[config.mk]
export PLATFORM = sky130hd
export DESIGN_NAME = hill_block_cipher_flat
export DESIGN_NICKNAME = d
export VERILOG_FILES = /design/src/hbc_pkg.sv /design/src/hbc_in_if.sv /design/src/hbc_out_if.sv /design/src/hill_block_cipher.sv /design/src/hbc_cfg.sv /design/src/hbc_datapath.sv /design/src/hbc_ctrl.sv /design/src/flat_wrapper.sv
export VERILOG_INCLUDE_DIRS = /design/src /design/src/src
export SDC_FILE = /design/constraint.sdc
export NUM_CORES = 1
export LEC_CHECK = 0
export ABC_AREA = 0
export BUFFER_PORTS_ARGS = -buffer_cell sky130_fd_sc_hd__buf_2
export CORE_MARGIN = 4
export CORE_UTILIZATION = 63
export DETAILED_ROUTE_END_ITERATION = 10
export GPL_TIMING_DRIVEN = 0
export HOLD_SLACK_MARGIN = 0.12
export PLACE_DENSITY_LB_ADDON = 0.08
export RECOVER_POWER = 25
export SYNTH_ARGS = -nofsm -noshare
export SYNTH_HDL_FRONTEND = slang
export SYNTH_SLANG_ARGS = --single-unit
export TNS_END_PERCENT = 100
[constraint.sdc]
create_clock -name clk_i -period 8.8 [get_ports clk_i]
set_clock_uncertainty 0.2 [all_clocks]
set_input_delay 0.44 -clock clk_i [delete_from_list [all_inputs] [get_ports clk_i]]
set_output_delay 0.44 -clock clk_i [all_outputs]
set_load 0.005 [all_outputs]
[src/hill_block_cipher_assert.svh]
// ----------------------------------------------------------------------------
// Hill block cipher assertion macros
// Shared shorthand for the concurrent checks of the cipher block.
// ----------------------------------------------------------------------------
`ifndef HILL_BLOCK_CIPHER_ASSERT_SVH
`define HILL_BLOCK_CIPHER_ASSERT_SVH

// Same-cycle implication, disabled while reset is asserted
`define HBC_ASSERT_IMPLIES(lbl, clk, rstn, ante, cons, msg) \
  lbl: assert property (@(posedge clk) disable iff (!rstn) (ante) |-> (cons)) \
    else $error(msg);

// Next-cycle implication, disabled while reset is asserted
`define HBC_ASSERT_NEXT(lbl, clk, rstn, ante, cons, msg) \
  lbl: assert property (@(posedge clk) disable iff (!rstn) (ante) |=> (cons)) \
    else $error(msg);

`endif

[src/hbc_pkg.sv]
// ----------------------------------------------------------------------------
// Hill block cipher package
// Widths, register indexes and the controller-to-datapath command type.
// ----------------------------------------------------------------------------
package hbc_pkg;

  // Symbol and block geometry
  localparam int SYM_W     = 8;
  localparam int KEY_W     = 8;
  localparam int MAX_BLOCK = 4;
  localparam int IDX_W     = 2;
  localparam int N_W       = 3;
  localparam int MOD_W     = 9;

  // Accumulator covers four products of two 8-bit values
  localparam int SUM_W     = 18;
  localparam int MOD_BITS  = 3;
  localparam int MOD_STEPS = SUM_W / MOD_BITS;
  localparam int STEP_W    = 3;

  // Configuration port
  localparam int CFG_IDX_W  = 3;
  localparam int CFG_DATA_W = 32;

  localparam logic [CFG_IDX_W-1:0] CFG_BLOCK_SIZE    = 3'd0;
  localparam logic [CFG_IDX_W-1:0] CFG_ALPHABET_SIZE = 3'd1;
  localparam logic [CFG_IDX_W-1:0] CFG_KEY_ROW_ZERO  = 3'd2;
  localparam logic [CFG_IDX_W-1:0] CFG_KEY_ROW_ONE   = 3'd3;
  localparam logic [CFG_IDX_W-1:0] CFG_KEY_ROW_TWO   = 3'd4;
  localparam logic [CFG_IDX_W-1:0] CFG_KEY_ROW_THREE = 3'd5;

  // Register limits and reset values
  localparam logic [N_W-1:0]   BLOCK_MIN     = 3'd2;
  localparam logic [N_W-1:0]   BLOCK_MAX     = 3'd4;
  localparam logic [MOD_W-1:0] ALPHABET_MIN  = 9'd2;
  localparam logic [MOD_W-1:0] ALPHABET_MAX  = 9'd256;

  // Key matrix: row, then column, then 8-bit entry
  typedef logic [MAX_BLOCK-1:0][MAX_BLOCK-1:0][KEY_W-1:0] key_t;

  // Effective configuration seen by the controller and datapath
  typedef struct packed {
    logic [N_W-1:0]   block_n;
    logic [MOD_W-1:0] modulus;
    key_t             key;
  } cfg_t;

  // Commands from the controller to the datapath
  typedef struct packed {
    logic             buf_wr;
    logic [IDX_W-1:0] wr_idx;
    logic             acc_clr;
    logic             acc_en;
    logic [IDX_W-1:0] mac_idx;
    logic [IDX_W-1:0] col;
    logic             mod_en;
    logic             out_load;
    logic             out_last;
  } cmd_t;

endpackage

[src/hbc_in_if.sv]
// ----------------------------------------------------------------------------
// Hill block cipher plain symbol channel
// Valid/ready channel that carries one plain symbol per request.
// ----------------------------------------------------------------------------
interface hbc_in_if;
  logic                     valid;
  logic                     ready;
  logic [hbc_pkg::SYM_W-1:0] plain_symbol;

  modport source (output valid, output plain_symbol, input ready);
  modport sink (input valid, input plain_symbol, output ready);
endinterface

[src/hbc_out_if.sv]
// ----------------------------------------------------------------------------
// Hill block cipher cipher symbol channel
// Valid/ready channel that carries one cipher symbol per request.
// ----------------------------------------------------------------------------
interface hbc_out_if;
  logic                       valid;
  logic                       ready;
  logic [hbc_pkg::SYM_W-1:0]  cipher_symbol;
  logic [hbc_pkg::IDX_W-1:0]  symbol_position;
  logic                       block_last;

  modport source (output valid, output cipher_symbol, output symbol_position,
                  output block_last, input ready);
  modport sink (input valid, input cipher_symbol, input symbol_position,
                input block_last, output ready);
endinterface

[src/hill_block_cipher.sv]
// ----------------------------------------------------------------------------
// Hill block cipher
// Collects plain symbols into blocks and emits key-matrix products mod size.
// ----------------------------------------------------------------------------
// Usage:
//   plain_in carries one plain symbol per request. Symbols are collected
//   until block_size of them are held; the request that completes a block
//   starts the computation of block_size cipher symbols on cipher_out, in
//   position order, with block_last set on the final one.
//   Each cipher symbol is worked in turn: one shared 8x8 multiplier
//   accumulates one row per cycle, a remainder unit then reduces the 18-bit
//   sum three bits per cycle, and the result is loaded into the output
//   register. plain_in is not ready while a block is being worked.
//   Symbols that do not complete a block are taken one per cycle.
//   The output register lets the next plain symbol be taken while the last
//   cipher symbol of a block still waits. When cipher_out stalls, the block
//   holds the finished symbol and pauses before loading the next one.
//   Reset clears the fill count and the sequencer and restores block_size 2,
//   alphabet_size 256 and zero key rows. Write configuration only when idle.
// ----------------------------------------------------------------------------
module hill_block_cipher (
  input  logic                            clk_i,
  input  logic                            rst_ni,
  input  logic                            cfg_we_i,
  input  logic [hbc_pkg::CFG_IDX_W-1:0]   cfg_idx_i,
  input  logic [hbc_pkg::CFG_DATA_W-1:0]  cfg_wdata_i,
  hbc_in_if.sink                          plain_in,
  hbc_out_if.source                       cipher_out
);

  hbc_pkg::cfg_t cfg;
  hbc_pkg::cmd_t cmd;

  // Configuration registers
  hbc_cfg u_cfg (
    .clk_i       (clk_i),
    .rst_ni      (rst_ni),
    .cfg_we_i    (cfg_we_i),
    .cfg_idx_i   (cfg_idx_i),
    .cfg_wdata_i (cfg_wdata_i),
    .cfg_o       (cfg)
  );

  // Sequencer
  hbc_ctrl u_ctrl (
    .clk_i       (clk_i),
    .rst_ni      (rst_ni),
    .block_n_i   (cfg.block_n),
    .in_valid_i  (plain_in.valid),
    .in_ready_o  (plain_in.ready),
    .out_valid_o (cipher_out.valid),
    .out_ready_i (cipher_out.ready),
    .cmd_o       (cmd)
  );

  // Arithmetic and storage
  hbc_datapath u_datapath (
    .clk_i             (clk_i),
    .cmd_i             (cmd),
    .cfg_i             (cfg),
    .symbol_i          (plain_in.plain_symbol),
    .cipher_symbol_o   (cipher_out.cipher_symbol),
    .symbol_position_o (cipher_out.symbol_position),
    .block_last_o      (cipher_out.block_last)
  );

endmodule

[src/hbc_cfg.sv]
// ----------------------------------------------------------------------------
// Hill block cipher configuration registers
// Holds block size, alphabet size and key rows; clamps sizes to range.
// ----------------------------------------------------------------------------
module hbc_cfg (
  input  logic                            clk_i,
  input  logic                            rst_ni,
  input  logic                            cfg_we_i,
  input  logic [hbc_pkg::CFG_IDX_W-1:0]   cfg_idx_i,
  input  logic [hbc_pkg::CFG_DATA_W-1:0]  cfg_wdata_i,
  output hbc_pkg::cfg_t                   cfg_o
);

  logic [hbc_pkg::N_W-1:0]   block_size_q;
  logic [hbc_pkg::MOD_W-1:0] alphabet_size_q;
  hbc_pkg::key_t             key_q;

  // Write registers; unknown indexes are dropped
  always_ff @(posedge clk_i or negedge rst_ni) begin
    if (!rst_ni) begin
      block_size_q    <= hbc_pkg::BLOCK_MIN;
      alphabet_size_q <= hbc_pkg::ALPHABET_MAX;
      key_q           <= '0;
    end else if (cfg_we_i) begin
      case (cfg_idx_i)
        hbc_pkg::CFG_BLOCK_SIZE:    block_size_q    <= cfg_wdata_i[hbc_pkg::N_W-1:0];
        hbc_pkg::CFG_ALPHABET_SIZE: alphabet_size_q <= cfg_wdata_i[hbc_pkg::MOD_W-1:0];
        hbc_pkg::CFG_KEY_ROW_ZERO:  key_q[0]        <= cfg_wdata_i;
        hbc_pkg::CFG_KEY_ROW_ONE:   key_q[1]        <= cfg_wdata_i;
        hbc_pkg::CFG_KEY_ROW_TWO:   key_q[2]        <= cfg_wdata_i;
        hbc_pkg::CFG_KEY_ROW_THREE: key_q[3]        <= cfg_wdata_i;
        default: ;
      endcase
    end
  end

  // Clamp sizes to their legal ranges
  always_comb begin
    cfg_o.key = key_q;
    if (block_size_q < hbc_pkg::BLOCK_MIN) begin
      cfg_o.block_n = hbc_pkg::BLOCK_MIN;
    end else if (block_size_q > hbc_pkg::BLOCK_MAX) begin
      cfg_o.block_n = hbc_pkg::BLOCK_MAX;
    end else begin
      cfg_o.block_n = block_size_q;
    end
    if (alphabet_size_q < hbc_pkg::ALPHABET_MIN) begin
      cfg_o.modulus = hbc_pkg::ALPHABET_MIN;
    end else if (alphabet_size_q > hbc_pkg::ALPHABET_MAX) begin
      cfg_o.modulus = hbc_pkg::ALPHABET_MAX;
    end else begin
      cfg_o.modulus = alphabet_size_q;
    end
  end

endmodule

[src/hbc_datapath.sv]
// ----------------------------------------------------------------------------
// Hill block cipher datapath
// Block buffer, multiply-accumulate, radix-8 remainder unit, output register.
// ----------------------------------------------------------------------------
module hbc_datapath (
  input  logic                        clk_i,
  input  hbc_pkg::cmd_t               cmd_i,
  input  hbc_pkg::cfg_t               cfg_i,
  input  logic [hbc_pkg::SYM_W-1:0]   symbol_i,
  output logic [hbc_pkg::SYM_W-1:0]   cipher_symbol_o,
  output logic [hbc_pkg::IDX_W-1:0]   symbol_position_o,
  output logic                        block_last_o
);

  logic [hbc_pkg::MAX_BLOCK-1:0][hbc_pkg::SYM_W-1:0] block_buffer_q;
  logic [hbc_pkg::SUM_W-1:0]   acc_q, acc_d;
  logic [hbc_pkg::SYM_W-1:0]   rem_q, rem_d;
  logic [2*hbc_pkg::SYM_W-1:0] product;
  logic [hbc_pkg::MOD_W-1:0]   rem_w;
  logic [hbc_pkg::SYM_W-1:0]   cipher_q;
  logic [hbc_pkg::IDX_W-1:0]   pos_q;
  logic                        last_q;

  // Store the incoming symbol at the fill position
  always_ff @(posedge clk_i) begin
    if (cmd_i.buf_wr) begin
      block_buffer_q[cmd_i.wr_idx] <= symbol_i;
    end
  end

  // One product of the current column per cycle
  assign product = block_buffer_q[cmd_i.mac_idx] * cfg_i.key[cmd_i.mac_idx][cmd_i.col];

  // Accumulate, then shift the sum through the remainder unit
  always_comb begin
    acc_d = acc_q;
    rem_d = rem_q;
    rem_w = {1'b0, rem_q};
    if (cmd_i.acc_clr) begin
      acc_d = '0;
      rem_d = '0;
    end else if (cmd_i.acc_en) begin
      acc_d = acc_q + hbc_pkg::SUM_W'(product);
    end else if (cmd_i.mod_en) begin
      for (int b = 0; b < hbc_pkg::MOD_BITS; b++) begin
        rem_w = {rem_w[hbc_pkg::MOD_W-2:0], acc_q[hbc_pkg::SUM_W-1-b]};
        if (rem_w >= cfg_i.modulus) begin
          rem_w = rem_w - cfg_i.modulus;
        end
      end
      rem_d = rem_w[hbc_pkg::SYM_W-1:0];
      acc_d = acc_q << hbc_pkg::MOD_BITS;
    end
  end

  always_ff @(posedge clk_i) begin
    acc_q <= acc_d;
    rem_q <= rem_d;
  end

  // Output payload register
  always_ff @(posedge clk_i) begin
    if (cmd_i.out_load) begin
      cipher_q <= rem_q;
      pos_q    <= cmd_i.col;
      last_q   <= cmd_i.out_last;
    end
  end

  assign cipher_symbol_o   = cipher_q;
  assign symbol_position_o = pos_q;
  assign block_last_o      = last_q;

endmodule

[src/hbc_ctrl.sv]
// ----------------------------------------------------------------------------
// Hill block cipher controller
// Sequences block fill, per-column accumulation, reduction and output.
// ----------------------------------------------------------------------------
`include "hill_block_cipher_assert.svh"

module hbc_ctrl (
  input  logic                      clk_i,
  input  logic                      rst_ni,
  input  logic [hbc_pkg::N_W-1:0]   block_n_i,
  input  logic                      in_valid_i,
  output logic                      in_ready_o,
  output logic                      out_valid_o,
  input  logic                      out_ready_i,
  output hbc_pkg::cmd_t             cmd_o
);

  localparam logic [1:0] ST_IDLE = 2'd0;
  localparam logic [1:0] ST_MAC  = 2'd1;
  localparam logic [1:0] ST_MOD  = 2'd2;
  localparam logic [1:0] ST_EMIT = 2'd3;

  logic [1:0]                  state_q, state_d;
  logic [hbc_pkg::IDX_W-1:0]   fill_q, fill_d;
  logic [hbc_pkg::IDX_W-1:0]   idx_q, idx_d;
  logic [hbc_pkg::IDX_W-1:0]   col_q, col_d;
  logic [hbc_pkg::STEP_W-1:0]  step_q, step_d;
  logic                        out_valid_q, out_valid_d;
  logic [hbc_pkg::N_W-1:0]     n_last;
  logic                        in_accept;
  logic                        block_done;
  logic                        idx_last;
  logic                        col_last;
  logic                        out_free;

  assign n_last     = block_n_i - hbc_pkg::N_W'(1);
  assign in_accept  = in_valid_i && (state_q == ST_IDLE);
  assign block_done = ({1'b0, fill_q} + hbc_pkg::N_W'(1)) >= block_n_i;
  assign idx_last   = {1'b0, idx_q} == n_last;
  assign col_last   = {1'b0, col_q} == n_last;
  assign out_free   = !out_valid_q || out_ready_i;

  // Next state and datapath commands
  always_comb begin
    state_d     = state_q;
    fill_d      = fill_q;
    idx_d       = idx_q;
    col_d       = col_q;
    step_d      = step_q;
    out_valid_d = out_valid_q && !out_ready_i;
    cmd_o       = '0;
    cmd_o.wr_idx  = fill_q;
    cmd_o.mac_idx = idx_q;
    cmd_o.col     = col_q;
    cmd_o.out_last = col_last;
    case (state_q)
      ST_IDLE: begin
        if (in_accept) begin
          cmd_o.buf_wr = 1'b1;
          if (block_done) begin
            fill_d        = '0;
            col_d         = '0;
            idx_d         = '0;
            cmd_o.acc_clr = 1'b1;
            state_d       = ST_MAC;
          end else begin
            fill_d = fill_q + hbc_pkg::IDX_W'(1);
          end
        end
      end
      ST_MAC: begin
        cmd_o.acc_en = 1'b1;
        if (idx_last) begin
          step_d  = '0;
          state_d = ST_MOD;
        end else begin
          idx_d = idx_q + hbc_pkg::IDX_W'(1);
        end
      end
      ST_MOD: begin
        cmd_o.mod_en = 1'b1;
        if (step_q == hbc_pkg::STEP_W'(hbc_pkg::MOD_STEPS - 1)) begin
          state_d = ST_EMIT;
        end else begin
          step_d = step_q + hbc_pkg::STEP_W'(1);
        end
      end
      ST_EMIT: begin
        // Hold the result until the output register frees up
        if (out_free) begin
          cmd_o.out_load = 1'b1;
          out_valid_d    = 1'b1;
          if (col_last) begin
            state_d = ST_IDLE;
          end else begin
            col_d         = col_q + hbc_pkg::IDX_W'(1);
            idx_d         = '0;
            cmd_o.acc_clr = 1'b1;
            state_d       = ST_MAC;
          end
        end
      end
      default: begin
        state_d = ST_IDLE;
      end
    endcase
  end

  always_ff @(posedge clk_i or negedge rst_ni) begin
    if (!rst_ni) begin
      state_q     <= ST_IDLE;
      fill_q      <= '0;
      idx_q       <= '0;
      col_q       <= '0;
      step_q      <= '0;
      out_valid_q <= 1'b0;
    end else begin
      state_q     <= state_d;
      fill_q      <= fill_d;
      idx_q       <= idx_d;
      col_q       <= col_d;
      step_q      <= step_d;
      out_valid_q <= out_valid_d;
    end
  end

  assign in_ready_o  = state_q == ST_IDLE;
  assign out_valid_o = out_valid_q;

  // Checks
  `HBC_ASSERT_NEXT(a_last_returns_idle, clk_i, rst_ni, (state_q == ST_EMIT) && out_free && col_last, state_q == ST_IDLE, "last symbol of a block did not return to idle")
  `HBC_ASSERT_NEXT(a_mac_starts_at_zero, clk_i, rst_ni, (state_q != ST_MAC) && (state_d == ST_MAC), idx_q == '0, "accumulation did not start at row zero")
  `HBC_ASSERT_IMPLIES(a_valid_from_emit, clk_i, rst_ni, $rose(out_valid_q), $past(state_q) == ST_EMIT, "output valid rose outside emit")
  `HBC_ASSERT_IMPLIES(a_step_in_range, clk_i, rst_ni, state_q == ST_MOD, step_q < hbc_pkg::STEP_W'(hbc_pkg::MOD_STEPS), "reduction step counter out of range")

endmodule

[src/flat_wrapper.sv]
// flat-port wrapper written by rule: the top's interface ports become plain ports
module hill_block_cipher_flat 
  (clk_i, rst_ni, cfg_we_i, cfg_idx_i, cfg_wdata_i, plain_in_valid, plain_in_plain_symbol, plain_in_ready, cipher_out_valid, cipher_out_cipher_symbol, cipher_out_symbol_position, cipher_out_block_last, cipher_out_ready);
  hbc_in_if plain_in_i ();
  hbc_out_if cipher_out_i ();
  input  logic clk_i;
  input  logic rst_ni;
  input  logic cfg_we_i;
  input  logic [hbc_pkg::CFG_IDX_W-1:0] cfg_idx_i;
  input  logic [hbc_pkg::CFG_DATA_W-1:0] cfg_wdata_i;
  input wire logic [$bits(plain_in_i.valid)-1:0] plain_in_valid;
  input wire logic [$bits(plain_in_i.plain_symbol)-1:0] plain_in_plain_symbol;
  output wire logic [$bits(plain_in_i.ready)-1:0] plain_in_ready;
  output wire logic [$bits(cipher_out_i.valid)-1:0] cipher_out_valid;
  output wire logic [$bits(cipher_out_i.cipher_symbol)-1:0] cipher_out_cipher_symbol;
  output wire logic [$bits(cipher_out_i.symbol_position)-1:0] cipher_out_symbol_position;
  output wire logic [$bits(cipher_out_i.block_last)-1:0] cipher_out_block_last;
  input wire logic [$bits(cipher_out_i.ready)-1:0] cipher_out_ready;
  assign plain_in_i.valid = plain_in_valid;
  assign plain_in_i.plain_symbol = plain_in_plain_symbol;
  assign plain_in_ready = plain_in_i.ready;
  assign cipher_out_valid = cipher_out_i.valid;
  assign cipher_out_cipher_symbol = cipher_out_i.cipher_symbol;
  assign cipher_out_symbol_position = cipher_out_i.symbol_position;
  assign cipher_out_block_last = cipher_out_i.block_last;
  assign cipher_out_i.ready = cipher_out_ready;
  hill_block_cipher u_core (.clk_i(clk_i), .rst_ni(rst_ni), .cfg_we_i(cfg_we_i), .cfg_idx_i(cfg_idx_i), .cfg_wdata_i(cfg_wdata_i), .plain_in(plain_in_i), .cipher_out(cipher_out_i));
endmodule
* Word level (Yosys, flattened, before mapping)
Cells that the tools add are included.
** Word-level totals
- Word-level logic and storage cells :: 157
- Flip-flop bits (word level) :: 221
** Cells by class
- Bitwise gates (word level) :: 1
- $add $sub $neg :: 10
- Reduce and logical (&&, ||, !) cells :: 24
- Multiplexer cells :: 57
- Multiply operators :: 1
- Equality and inequality tests :: 19
- $lt $le $gt $ge :: 12
** Operators with widths (number)
- 2-to-1 mux 8 bit :: 12
- binary-select mux 32 bit (select 2 bit) :: 1
- 2-to-1 mux 18 bit :: 2
- binary-select mux 8 bit (select 2 bit) :: 2
- bitwise mux 32 bit :: 1
- 2-to-1 mux 32 bit :: 1
- greater-or-equal comparator 9 bit :: 3
- 2-to-1 mux 2 bit :: 13
- subtractor 8 bit :: 3
- adder 18 x 16 -> 18 bit :: 1
- 2-to-1 mux 9 bit :: 2
- demux 8 bit (select 2 bit) :: 1
- multiplier 8 x 8 -> 16 bit :: 1
- AND reduction 2 bit :: 8
- 2-to-1 mux 1 bit :: 13
- 2-to-1 mux 3 bit :: 4
- inequality test 2 bit, second input constant :: 6
- AND reduction 5 bit :: 2
- == test 3 bit, second input constant :: 3
- greater-than comparator 9 bit, second input constant :: 1
- < comparator 2 x 3 -> 1 bit, second input constant :: 3
- < comparator 9 x 2 -> 1 bit, second input constant :: 1
- case mux 2 bit (4 select lines) :: 1
- adder 2 x 1 -> 2 bit, second input constant :: 3
- other kinds (27) :: 36

* Depth between registers and ports, before layout
- Word-level depth :: 16
- Mapped depth :: 27
- Depth with buffers taken out :: 26

* Modules after synthesis
A second synthesis with hierarchy kept.
** Unflattened totals
- Cell total of the unflattened synthesis :: 1170
- Area, all modules :: 13908.3 µm²
** By module, submodules not included
- hbc_datapath :: cells each 742, times used 1, area an instance 7583.5 µm², seq. area each 1811.7 µm²
- hbc_cfg :: cells each 317, times used 1, area an instance 5352.6 µm², seq. area each 3505.9 µm²
- hbc_ctrl :: cells each 111, times used 1, area an instance 972.2 µm², seq. area each 300.3 µm²

* Least setup slack after synthesis
OpenSTA, ideal clock, no wires.
- Kind :: reg-to-reg
- Start point :: register u_core.u_cfg.alphabet_size_q[4] (netlist bit)
- End point :: register u_core.u_datapath.rem_q[2] (netlist bit)
- Path buffers :: 1
- Arrival :: 5961 ps
- Data required time :: 8521 ps
- Cell stages (with the launch flop) :: 27
- Setup slack :: 2560 ps
- Cells stage by stage :: dfrtp_1 nor4_1 nand2_1 a21o_1 ha_1 nor2b_4 o31a_4 o311a_4 o21ai_4 nor2_1 a21oi_1 inv_1 ha_1 nor2b_1 o31ai_1 a2bb2oi_1 o22ai_1 buf_2 mux2i_1 ha_1 nor2b_1 o31a_1 o21ai_1 a21boi_1 nand2b_1 or4_1 o211ai_1
** Between the ends
- Word-level cells in the longest chain between the ends :: 15
** RTL lines
- from (decl) :: line hbc_cfg.sv:15 : logic [hbc_pkg::MOD_W-1:0] alphabet_size_q;
- from (signal assigned) :: line hbc_cfg.sv:22 : alphabet_size_q <= hbc_pkg::ALPHABET_MAX;
- from (signal assigned) :: line hbc_cfg.sv:27 : hbc_pkg::CFG_ALPHABET_SIZE: alphabet_size_q <= cfg_wdata_i[hbc_pkg::MOD_W-1:0];
- greater-than comparator 9 bit :: line hbc_cfg.sv:49 : end else if (alphabet_size_q > hbc_pkg::ALPHABET_MAX) begin
- 2-to-1 mux 9 bit :: line hbc_cfg.sv:49
- 2-to-1 mux 9 bit * :: line hbc_cfg.sv:47 : if (alphabet_size_q < hbc_pkg::ALPHABET_MIN) begin
- subtractor 8 bit / greater-or-equal comparator 9 bit (equally long branches) :: line hbc_datapath.sv:48, hbc_datapath.sv:47
- 2-to-1 mux 8 bit :: line hbc_datapath.sv:47 : if (rem_w >= cfg_i.modulus) begin
- 2-to-1 mux 8 bit :: line hbc_datapath.sv:44 : end else if (cmd_i.mod_en) begin
- 2-to-1 mux 8 bit :: line hbc_datapath.sv:42 : end else if (cmd_i.acc_en) begin
- 2-to-1 mux 8 bit :: line hbc_datapath.sv:39 : if (cmd_i.acc_clr) begin
- subtractor 8 bit / greater-or-equal comparator 9 bit (equally long branches) :: line hbc_datapath.sv:48, hbc_datapath.sv:47
- 2-to-1 mux 8 bit :: line hbc_datapath.sv:47
- 2-to-1 mux 8 bit :: line hbc_datapath.sv:44
- 2-to-1 mux 8 bit :: line hbc_datapath.sv:42
- 2-to-1 mux 8 bit :: line hbc_datapath.sv:39
- subtractor 8 bit / greater-or-equal comparator 9 bit (equally long branches) :: line hbc_datapath.sv:48, hbc_datapath.sv:47
- 2-to-1 mux 8 bit * :: line hbc_datapath.sv:47
- to (signal assigned) :: line hbc_datapath.sv:58 : rem_q <= rem_d;
- to (decl) :: line hbc_datapath.sv:17 : logic [hbc_pkg::SYM_W-1:0] rem_q, rem_d;
Every way passes the cells marked *; elsewhere a longest branch is shown, timed or not. The select of a mux whose other input is x is not followed.
A chain may end at the register's enable or synchronous reset.

* Final worst setup path
- Start point :: register u_core.u_cfg.alphabet_size_q[3] (netlist bit)
- End point :: register u_core.u_datapath.rem_q[2] (netlist bit)
Same word-level chain as after synthesis.

==> results.txt <==
status: complete, but fails checks
violated checks: max-capacitance violations, max-slew violations
dpl hpwl: 21,700 um
Tcrit/Tclk final: 0.820
yosys warns: 0
Tmin final: 7.22 ns
CP Class: reg2reg
Final ANT Viol Nets: 0
Bufs and invs on worst path: 2
WL per Instance: 19.2 um
Storage cell area: 0.00562 mm2
vias in the first global route: 9,514
asr flop ratio synth: 0.688
Crit path max-delay family: compound AO/OA/AOI/OAI gates
DR vias: 9,067
ratio of cells with drive above 1 in the final layout: 0.238
Setup-failing EPs final: 0
total routed wirelength: 29,400 um
DRC: 0
Peak Freq: 139 MHz
initial antenna violation count: 1
most used cell, CP: ha_1
Die Area: 0.0238 mm2
core area: 0.0210 mm2
CP arrival: 7.46 ns
HP Class: in2reg
clk buf depth: 3
# IOs: 61
post-CTS setup buffer count: 0
Final nets: 1,421
Seq/Total Area, Yosys: 0.417
CTS sink cnt: 221
Multi-input gate area: 0.00735 mm2
initial drt markers: 427
max_cap viols: 1
Remaining Overflow, GRT: 0
Synthesized Nets: 1,291
crit path max fanout: 10
Placer Congestion: 0.897
Chip Width: 154 um
Yosys cell types: 74
CP peak stage delay: 0.42 ns
clock-pin slew on the worst setup and hold paths: 0.06 ns
CTS Buf Count: 24
commonest non-fill, non-tap cell in the layout: dfrtp_1
post-layout util: 0.731
Via-to-Cell Ratio: 5.91
port buffer count: 60
fill cell count: 1,476
Die Y: 154 um
setup TNS: 0 ns
synthesis-stage register bit count: 221
CTS tree: yes
Pre-antenna DRT Iters: 5
final hold violation count: 0
synthesized area: 0.0135 mm2
row count: 53
post-synthesis area per instance: 12.2 um2
Main synth FF type: dfrtp_1
CP Launch Type: flip-flop
clock latency at the later pin of the worst-skew pair: 0.52 ns
largest net degree at the start of global routing: 83
synthesis-to-layout area growth: 13.9%
Initial Util: 0.642
most frequent cells in the layout: dfrtp_1, mux2_2, inv_1
post-CTS sizing: 0
Slew Viols, Final: 71
RSZ-0062 raised after global routing: no
hold_buf cts: 43
Worst-Margin Slew: 3.78 ns
slowest cell on the critical path: or4_1
Post-synth EDFFs: 43
total global-route track usage: 0.254
root buf cell: clkbuf_16
synthesized instance count: 1,109
Worst EP required: 9.05 ns
H-tree levels: 1
CP Capture Type: flip-flop
first-pass GRT wire length: 49,000 um
Slew HR: -1.52
[metal layers]
metal  part of all wire  GRT usage  up-vias
li1                   -          -     4226
met1               0.43      0.343     4605
met2               0.51      0.443      189
met3              0.042     0.0319       47
met4              0.022     0.0635        0
met5                  0          0        -
[sequential cells by signal (all words and copies together) (netlist names), 3 cells and up]
register                           cells
u_core.u_datapath.cipher_symbol_o      8
u_core.u_datapath.rem_q                8
u_core.u_cfg.alphabet_size_q           9
u_core.u_cfg.cfg_o                   128
u_core.u_datapath.acc_q               18
u_core.u_datapath.block_buffer_q      32
u_core.u_ctrl.step_q                   3
u_core.u_cfg.block_size_q              3
[through the flow]
step / setup slack [ns] / hold WS (ns) / instances / instance area [um2]
after CTS: 1.56 / 0.169 / 1532 / 15400
final: 1.58 / 0.210 / 1533 / 15400
after global placement: 1.69 / 0.247 / 1444 / 14100
after detailed placement: 1.62 / 0.252 / 1445 / 14200
after global routing: 1.02 / 0.202 / 1533 / 15400
after floorplan: 2.56 / -0.0556 / 1109 / 13500
[final timing paths]
path	slack [ns]	end	from	cells past startpoint
worst max-delay path	1.58	u_core.u_datapath.rem_q[2]	u_core.u_cfg.alphabet_size_q[3]	26
worst min-delay path	0.21	u_core.u_cfg.block_size_q[2]	cfg_idx_i[1]	4
worst max register to register	1.58	u_core.u_datapath.rem_q[2]	u_core.u_cfg.alphabet_size_q[3]	26
worst min register to register	0.26	u_core.u_datapath.acc_q[3]	u_core.u_datapath.acc_q[3]	2
max in group asynchronous	4.67	u_core.u_cfg.cfg_o[59]	rst_ni	2
min in group asynchronous	1.59	u_core.u_cfg.cfg_o[85]	rst_ni	2
[area by class of cell]
cell class,instances,area share
Clock inverter,6,0.00399
Antenna cell,1,0.000163
Clock buffer,38,0.0472
Tap cell,275,0.0224
Buffer,39,0.0112
Inverter,93,0.0227
Sequential cell,221,0.366
Multi-Input combinational cell,756,0.478
Timing Repair Buffer,104,0.0484
[synth_stat cells, types with 28 or more instances]
cell type,instances,area share
clkbuf_1,28,0.0078
mux2_2,142,0.12
mux4_2,48,0.080
inv_1,92,0.026
nand2_1,87,0.024
ha_1,81,0.075
fa_1,53,0.079
nor2_1,46,0.013
dfrtp_1,150,0.28
a21oi_1,33,0.012
o21ai_0,43,0.016
edfxtp_1,43,0.096
[worst reg2reg max path, cell delays in order (launching register included)]
cell       delay (ns)
dfrtp_1          0.41
nor4_1           0.26
nand2_1          0.11
a21o_1           0.28
ha_1             0.33
nor2b_4          0.14
o31a_4           0.29
o311a_4          0.33
o21ai_4          0.31
nor2_1           0.07
a21oi_1          0.35
inv_1            0.08
ha_1             0.29
nor2b_1          0.15
o31ai_1          0.36
a2bb2oi_1        0.17
o22ai_1          0.23
buf_2            0.32
mux2i_1          0.42
ha_1             0.33
nor2b_1          0.16
o31a_1           0.28
o21ai_1          0.27
a21boi_1         0.23
nand2b_1         0.26
or4_1            0.42
o211ai_1         0.09
[logic make-up after synthesis]
logic type,after synthesis,synth area share
fa+ha+maj,134,0.154
compound gates,161,0.0796
mux,200,0.208
flops,221,0.417
simple gates,234,0.0851
xor+xnor,27,0.0181
buf+inv,132,0.0386
Power is not shown: default switching activity piles up to over one toggle a cycle in this logic, so the estimate is an artifact.
